--- src/rtl/lbs_pkg.sv ---
// Shared types, operation codes and fixed-point helpers of the skinning core.
package lbs_pkg;

  localparam int unsigned MaxBonesDefault = 64;
  localparam int unsigned FracBitsDefault = 16;

  // Operation codes of an input transaction
  localparam logic [1:0] OpLoad      = 2'd0;
  localparam logic [1:0] OpEnable    = 2'd1;
  localparam logic [1:0] OpInfluence = 2'd2;

  // Register byte offsets (bit 2 of paddr selects the register word)
  localparam int unsigned PaddrW     = 3;
  localparam logic        RegBoneCnt = 1'b0;

  localparam logic [16:0] WeightOne      = 17'd65536;
  localparam logic [23:0] WeightTotalMax = 24'hFFFFFF;
  localparam logic [23:0] NormalScale    = 24'd32767;

  typedef struct packed {
    logic [1:0]         operation;
    logic [6:0]         slot;
    logic [3:0]         matrix_element;
    logic signed [31:0] matrix_value;
    logic [16:0]        weight;
    logic signed [31:0] pos_x;
    logic signed [31:0] pos_y;
    logic signed [31:0] pos_z;
    logic signed [15:0] rest_normal_x;
    logic signed [15:0] rest_normal_y;
    logic signed [15:0] rest_normal_z;
    logic               last_influence;
  } req_t;

  typedef struct packed {
    logic signed [31:0] out_x;
    logic signed [31:0] out_y;
    logic signed [31:0] out_z;
    logic signed [31:0] out_normal_x;
    logic signed [31:0] out_normal_y;
    logic signed [31:0] out_normal_z;
    logic               normal_updated;
  } rsp_t;

  // Round a product to nearest, ties toward plus infinity, dropping f bits
  function automatic logic signed [63:0] round_fx(input logic signed [63:0] p,
                                                  input int unsigned f);
    logic signed [63:0] half;
    half = 64'sd1 <<< (f - 1);
    return (p + half) >>> f;
  endfunction

  // Clamp to the signed 32-bit range
  function automatic logic signed [31:0] sat32(input logic signed [65:0] v);
    if (v > 66'sd2147483647) return 32'sh7FFFFFFF;
    if (v < -66'sd2147483648) return 32'sh80000000;
    return v[31:0];
  endfunction

endpackage

--- src/rtl/lbs_div.sv ---
// Bit-serial rounding divider with a signed 32-bit saturated quotient.
module lbs_div (
  input  logic               clk_i,
  input  logic               rst_ni,
  input  logic               start_i,
  input  logic signed [63:0] num_i,
  input  logic [23:0]        den_i,
  output logic               done_o,
  output logic signed [31:0] quot_o
);
  import lbs_pkg::*;

  localparam logic [2:0] DvIdle = 3'd0;
  localparam logic [2:0] DvAdd  = 3'd1;
  localparam logic [2:0] DvChk  = 3'd2;
  localparam logic [2:0] DvRun  = 3'd3;
  localparam logic [2:0] DvFin  = 3'd4;

  logic [2:0]         st_q;
  logic [4:0]         cnt_q;
  logic               done_q;
  logic               neg_q, ovf_q;
  logic [63:0]        mag_q;
  logic [23:0]        den_q, rem_q;
  logic [31:0]        low_q, quo_q;
  logic signed [31:0] res_q;
  logic [24:0]        trial, diff;
  logic               fits;

  assign trial = {rem_q, low_q[31]};
  assign diff  = trial - {1'b0, den_q};
  assign fits  = trial >= {1'b0, den_q};

  // Sequence: add half divisor, range check, one quotient bit per cycle
  always_ff @(posedge clk_i or negedge rst_ni) begin
    if (!rst_ni) begin
      st_q   <= DvIdle;
      cnt_q  <= '0;
      done_q <= 1'b0;
    end else begin
      done_q <= 1'b0;
      unique case (st_q)
        DvIdle: if (start_i) st_q <= DvAdd;
        DvAdd:  st_q <= DvChk;
        DvChk: begin
          cnt_q <= 5'd31;
          st_q  <= (mag_q[63:32] >= 32'(den_q)) ? DvFin : DvRun;
        end
        DvRun: begin
          cnt_q <= cnt_q - 5'd1;
          if (cnt_q == 5'd0) st_q <= DvFin;
        end
        DvFin: begin
          done_q <= 1'b1;
          st_q   <= DvIdle;
        end
        default: st_q <= DvIdle;
      endcase
    end
  end

  // Datapath of the divider
  always_ff @(posedge clk_i) begin
    case (st_q)
      DvIdle: begin
        if (start_i) begin
          neg_q <= num_i[63];
          mag_q <= num_i[63] ? 64'(-num_i) : 64'(num_i);
          den_q <= den_i;
        end
      end
      DvAdd: mag_q <= mag_q + 64'(den_q[23:1]);
      DvChk: begin
        ovf_q <= mag_q[63:32] >= 32'(den_q);
        rem_q <= mag_q[55:32];
        low_q <= mag_q[31:0];
      end
      DvRun: begin
        rem_q <= fits ? diff[23:0] : trial[23:0];
        low_q <= {low_q[30:0], 1'b0};
        quo_q <= {quo_q[30:0], fits};
      end
      DvFin: begin
        if (ovf_q) begin
          res_q <= neg_q ? 32'sh80000000 : 32'sh7FFFFFFF;
        end else if (!neg_q) begin
          res_q <= quo_q[31] ? 32'sh7FFFFFFF : $signed(quo_q);
        end else begin
          res_q <= (quo_q > 32'h80000000) ? 32'sh80000000 : $signed(-quo_q);
        end
      end
      default: ;
    endcase
  end

  assign done_o = done_q;
  assign quot_o = res_q;

endmodule

--- config.mk ---
export PLATFORM = sky130hd
export DESIGN_NAME = lbs_div
export DESIGN_NICKNAME = d
export VERILOG_FILES = /design/src/rtl/lbs_pkg.sv /design/src/rtl/lbs_div.sv
export SDC_FILE = /design/constraint.sdc
export NUM_CORES = 1
export LEC_CHECK = 0
export ABC_AREA = 1
export ABC_CLOCK_PERIOD_IN_PS = 6060
export BUFFER_PORTS_ARGS = -buffer_cell sky130_fd_sc_hd__buf_2
export CORE_MARGIN = 2
export CORE_UTILIZATION = 56
export CTS_CLUSTER_SIZE = 14
export DETAILED_ROUTE_END_ITERATION = 6
export GPL_TIMING_DRIVEN = 0
export PLACE_DENSITY = 0.78
export SYNTH_ARGS = -nofsm -noshare
export SYNTH_HDL_FRONTEND = slang
export SYNTH_SLANG_ARGS = --single-unit
--- constraint.sdc ---
create_clock -name clk_i -period 6.06 [get_ports clk_i]
set_clock_uncertainty 0.2 [all_clocks]
set_input_delay 0.606 -clock clk_i [delete_from_list [all_inputs] [get_ports clk_i]]
set_output_delay 0.606 -clock clk_i [all_outputs]
set_load 0.03 [all_outputs]
### Word level (Yosys, flattened, before mapping)

Cells that the tools add are included.

* reductions and logical operators: 7
* mux-type cells: 17
* add/subtract/negate cells: 5
* $lt $le $gt $ge: 3
* eq/ne operators: 6

Operators with widths (number)
* two-way mux 32 bit: 4
* two-way mux 64 bit: 2
* one-hot mux 64 bit (2 select lines): 1
* adder 64 x 23 -> 64 bit: 1
* negator 64 bit: 1
* one-hot mux 32 bit (2 select lines): 1
* one-hot mux 24 bit (2 select lines): 1
* greater-or-equal comparator 32 x 24 -> 1 bit: 1
* > comparator 32 bit, second input constant: 1
* negator 32 bit: 1
* two-way mux 31 bit: 1
* greater-or-equal comparator 25 x 24 -> 1 bit: 1
* two-way mux 24 bit: 1
* subtractor 24 bit: 1
* one-hot mux 3 bit (4 select lines): 1
* one-hot mux 5 bit (2 select lines): 1
* two-way mux 3 bit: 3
* equality test 3 x 2 -> 1 bit, second input constant: 2
* AND reduction 2 bit: 3
* logical NOT 5 bit: 1
* subtractor 5 x 1 -> 5 bit, second input constant: 1
* != test 2 bit, second input constant: 2
* nonzero test 2 bit: 2
* equality test 3 x 1 -> 1 bit, second input constant: 1
* other kinds (3): 3

* output and inout port bits: 33
* bits of input ports: 91
* logic and storage cells: 49
* register bits after elaboration: 219

### Logic depth before layout (Yosys ltp)

* depth after elaboration: 4
* depth in mapped cells: 17
* depth with buffers taken out: 17

### Worst setup path after synthesis

No wires, ideal clock.

* kind: register -> register
* start: reg st_q[1]
* end: reg mag_q[0], enable pin
* period minus slack after synthesis: 6001 ps
* stages on the path, launching flop included: 4
* path buffers: 0
* setup slack: 59 ps
* library setup time: 575 ps
* arrival time: 5226 ps
* data required time: 5285 ps
* path through: dfrtp_1 -> nor3_1 -> inv_1 -> o21ai_0

* word-level cells in the longest chain between the ends: 3
* elaborated cells between the ends (all ways): 5
* those cells by class: eq/ne: 2; reduce/logical: 3

Ends and longest elaborated chain
* start, declared: line lbs_div.sv:19 `logic [2:0] st_q;`
* start signal, assigned: line lbs_div.sv:37 `st_q <= DvIdle;`
* start signal, assigned: line lbs_div.sv:43 `DvIdle: if (start_i) st_q <= DvAdd;`
* start signal, assigned: line lbs_div.sv:44 `DvAdd: st_q <= DvChk;`
* equality test 3 x 1 -> 1 bit / logical NOT 3 bit (equally long branches): line lbs_div.sv:64 `case (st_q)`
* nonzero test 2 bit (no source line) / != test 2 bit (equally long branches)
* AND reduction 2 bit (no source line) (*)
* end signal, assigned: line lbs_div.sv:68 `mag_q <= num_i[63] ? 64'(-num_i) : 64'(num_i);`
* end signal, assigned: line lbs_div.sv:72 `DvAdd: mag_q <= mag_q + 64'(den_q[23:1]);`
* end, declared: line lbs_div.sv:23 `logic [63:0] mag_q;`

Every way passes the cells marked *; elsewhere a longest branch is shown, timed or not.
A chain may end at the register's enable or synchronous reset.

### Worst setup path in the final report

* start: reg st_q[1]
* end: reg low_q[23], data pin

* word-level cells in the longest chain between the ends: 2
* elaborated cells between the ends (all ways): 3
* those cells by class: eq/ne: 2; mux: 1

Ends and longest elaborated chain
* equality test 3 x 2 -> 1 bit: line lbs_div.sv:64
* one-hot mux 32 bit (2 select lines) (*): line lbs_div.sv:64
* end signal, assigned: line lbs_div.sv:76 `low_q <= mag_q[31:0];`
* end signal, assigned: line lbs_div.sv:80 `low_q <= {low_q[30:0], 1'b0};`
* end, declared: line lbs_div.sv:25 `logic [31:0] low_q, quo_q;`

Marked as above.

==> impl_metrics.yaml <==
logic_synthesis:
  syn_nets: 2825
  synth.avg_cell_area_um2: 6.73
  synth_cells: 2657
  yosysSeqAreaShare_pct: 36.5
  synth_edf_count: 210
  synth.distinct_cells: 57
  ys_ff_latch: 219
  yosysWarnings: 0
  syn-cell-area_um2: 17900
  async_reset_ff_share_pct: 4.11
  ys.flop_type: "edfxtp_1"
cts:
  tritoncts: "built"
  post_cts_resize_count: 0
  cts_buffer_depth: 3
  post_cts_buffers: 0
  htree_levels: 1
  holdBufCountCts: 9
  cts.clk_slew.worst_paths_ns: 0.06
  numCtsBuffers: 26
  ctsRootBufferMaster: "clkbuf_16"
  clk_latency_ns: 0.58
  clock-sinks: 219
floorplan:
  initial_core_util_pct: 56.8
  die_h_um: 183
  io_pins: 124
  core_um2: 31500
  row_count: 65
  dieArea_um2: 33400
  dieWidth_um: 183
critical_path:
  critPathMaxStageDelay_ns: 0.75
  rr_endpoint: "low_q[23]$_DFFE_PP_"
  cp_cell_sequence: "inv_1 > nor2_4 > buf_12 > inv_1 > nor2_2 > buf_2 > buf_2 > nand2_1 > nand2_1"
  reg2reg_depth: 9
  r2r_slack_ns: 2.48
  worstSetupPathType: "register to register"
  arrival_ns: 3.81
  cp-end-kind: "register"
  cp.buffers_inverters: 5
  cpMaxStageDelayCell: "buf_2"
  critPathTopFamily: "buffers and inverters"
  startpoint_type: "register"
  crit_path_start: "st_q[1]$_DFFE_PN0P_"
  rr_startpoint: "st_q[1]$_DFFE_PN0P_"
  crit_required_ns: 6.28
  critPathMaxFanout: 41
min_path:
  min_from: "den_i[2]"
  worstHoldPathCells: 1
  holdPathEnd: "den_q[2]$_DFFE_PP_"
  hp-class: "input port to register"
cells_and_area:
  instances_no_fill: 3250
  antenna_cells: 0
  post-route-cell-area_um2: 20200
  syn2layout_area_growth_pct: 12.8
  num-fill-cells: 2926
  most-common-layout-cells: "nand2_1, inv_1, nor2_1"
  regArea_um2: 6530
  multi_input_area_um2: 9620
  final_net_count: 2996
  final_common_cell: "nand2_1"
  drive_gt1_share_pct: 8.32
drt:
  vias: 18654
  vias_per_cell: 5.74
  first_iter_violations: 2186
  first_pass_iters: 6
  wl_per_cell_um: 19.4
  detail-route-antenna-nets: 0
  post-route-drc-count: 0
  finalWirelength_um: 63100
grt:
  antenna_found_initial: 0
  grt_use_total_pct: 37.6
  grt_pass1_wl_um: 96200
  grt_start_max_net_pins: 42
  grt-ovfl-total: 0
  grt_pass1_vias: 17704
timing:
  worst_slew_pin_slew_ns: 1.04
  finalCritPeriodShare_pct: 59.1
  maxSlewViolCount: 0
  rsz0062_at_grt: "no"
  slew-limit-headroom_pct: 30.4
  finalSetupViolCount: 0
  fmax_mhz: 279
  min_period_ns: 3.58
  hold_violations: 0
place:
  postPlaceCellArea_um2: 19100
  finalWeightedCongestion: 0.979
  post-dp-hpwl_um: 50700
  dp_cells: 3188
  portBuffers: 123
pwr:
  p_int_mw: 5.13
  powerDensity_nw_per_um2: 498
  ir_worst_vdd_mv: 0.421
  power_frac_comb_pct: 52.5
  p_leak_nw: 9.70
  power.total_mw: 10.0
  p_switching_mw: 4.91
  p_clk_share_pct: 16.4
  seqPwrFrac_pct: 31.1
  switching_share_pct: 48.9
status:
  status: "finished, final reports clean"
flow_run:
  cap_violations: 0
power groups by stage:
| stage | registers, mW | clock network, mW | logic, mW |
|---|---|---|---|
| floorplan | 3.01 | 0 | 3.49 |
| global placement | 3.18 | 0 | 4.85 |
| detailed placement | 3.10 | 0 | 5.09 |
| CTS | 3.08 | 1.64 | 5.14 |
| global route | 3.16 | 1.71 | 5.82 |
| finish | 3.12 | 1.65 | 5.27 |
cell families after synthesis:
logic type,count (synthesis),synth area share [%]
xor+xnor,47,2.30
flops,219,36.5
mux,1,0.0560
buf+inv,452,9.79
simple gates,1629,38.7
fa+ha+maj,77,5.47
compound gates,232,7.17
synthesized netlist by cell type (all sizes together) (4+ instances only):
cell type | count | area [um2]
xor2 | 32 | 280
nor4 | 5 | 37.5
nand3 | 242 | 1240
a21oi | 89 | 457
and3 | 7 | 43.8
o21ai | 107 | 566
nor3 | 52 | 287
ha | 75 | 938
nor3b | 7 | 57.6
inv | 399 | 1500
or2 | 8 | 50.1
o22ai | 14 | 87.6
dfrtp | 9 | 225
xnor2 | 15 | 131
o32ai | 4 | 35.0
o31ai | 4 | 30.0
nand4 | 66 | 425
buf | 23 | 139
nand3b | 14 | 105
nand2 | 948 | 3570
edfxtp | 210 | 6310
clkbuf | 28 | 105
nor2 | 277 | 1070
routing by layer:
| metal | global-route usage, % | share of wire (%) |
|---|---|---|
| met2 | 62.1 | 46 |
| met3 | 5.25 | 8.7 |
| met4 | 21.0 | 6.2 |
| met5 | 0 | 0 |
| met1 | 47.5 | 39 |
registers in the layout (all words and copies together), names as in the netlist:
name and cells:
cnt_q 5, den_q 24, done_o 1, low_q 32, mag_q 64, neg_q 1, ovf_q 1, quo_q 32
quot_o 32, rem_q 24, st_q 3
cell type report:
cell class,count,area share [%]
Multi-Input combinational cell,1986,47.7
Sequential cell,219,32.4
Inverter,401,7.46
Timing Repair Buffer,143,4.31
Clock buffer,31,3.32
Tap cell,402,2.49
Buffer,51,1.21
Clock inverter,17,1.10
worst max-delay path by stage:
stage                          end  depth (start not counted)
4_1_cts        low_q[23]$_DFFE_PP_                          9
5_1_grt        low_q[24]$_DFFE_PP_                          9
3_3_place_gp   mag_q[58]$_DFFE_PP_                          3
2_1_floorplan   mag_q[0]$_DFFE_PP_                          3
3_5_place_dp   low_q[22]$_DFFE_PP_                          9
6_report       low_q[23]$_DFFE_PP_                          9
worst reg2reg max path, delay by kind of cell, from the launching register on:
| kind | cells | cell delay [ns] |
|---|---|---|
| flip-flops | 1 | 0.43 |
| buffers and inverters | 5 | 1.62 |
| AND/OR/NAND/NOR | 4 | 1.19 |
stage by stage:
step	setup TNS, ns	utilization (%)	hold WS (ns)	worst slack [ns]
after floorplan	0	-	0.110	0.0591
after global placement	-162.72	60.3	0.259	-2.55
after detailed placement	0	60.8	0.266	2.48
after CTS	0	63.9	0.00146	2.46
after global routing	0	64.1	0.00110	2.20
final	0	64.1	0.0170	2.48
(Power assumes the default switching activity.)
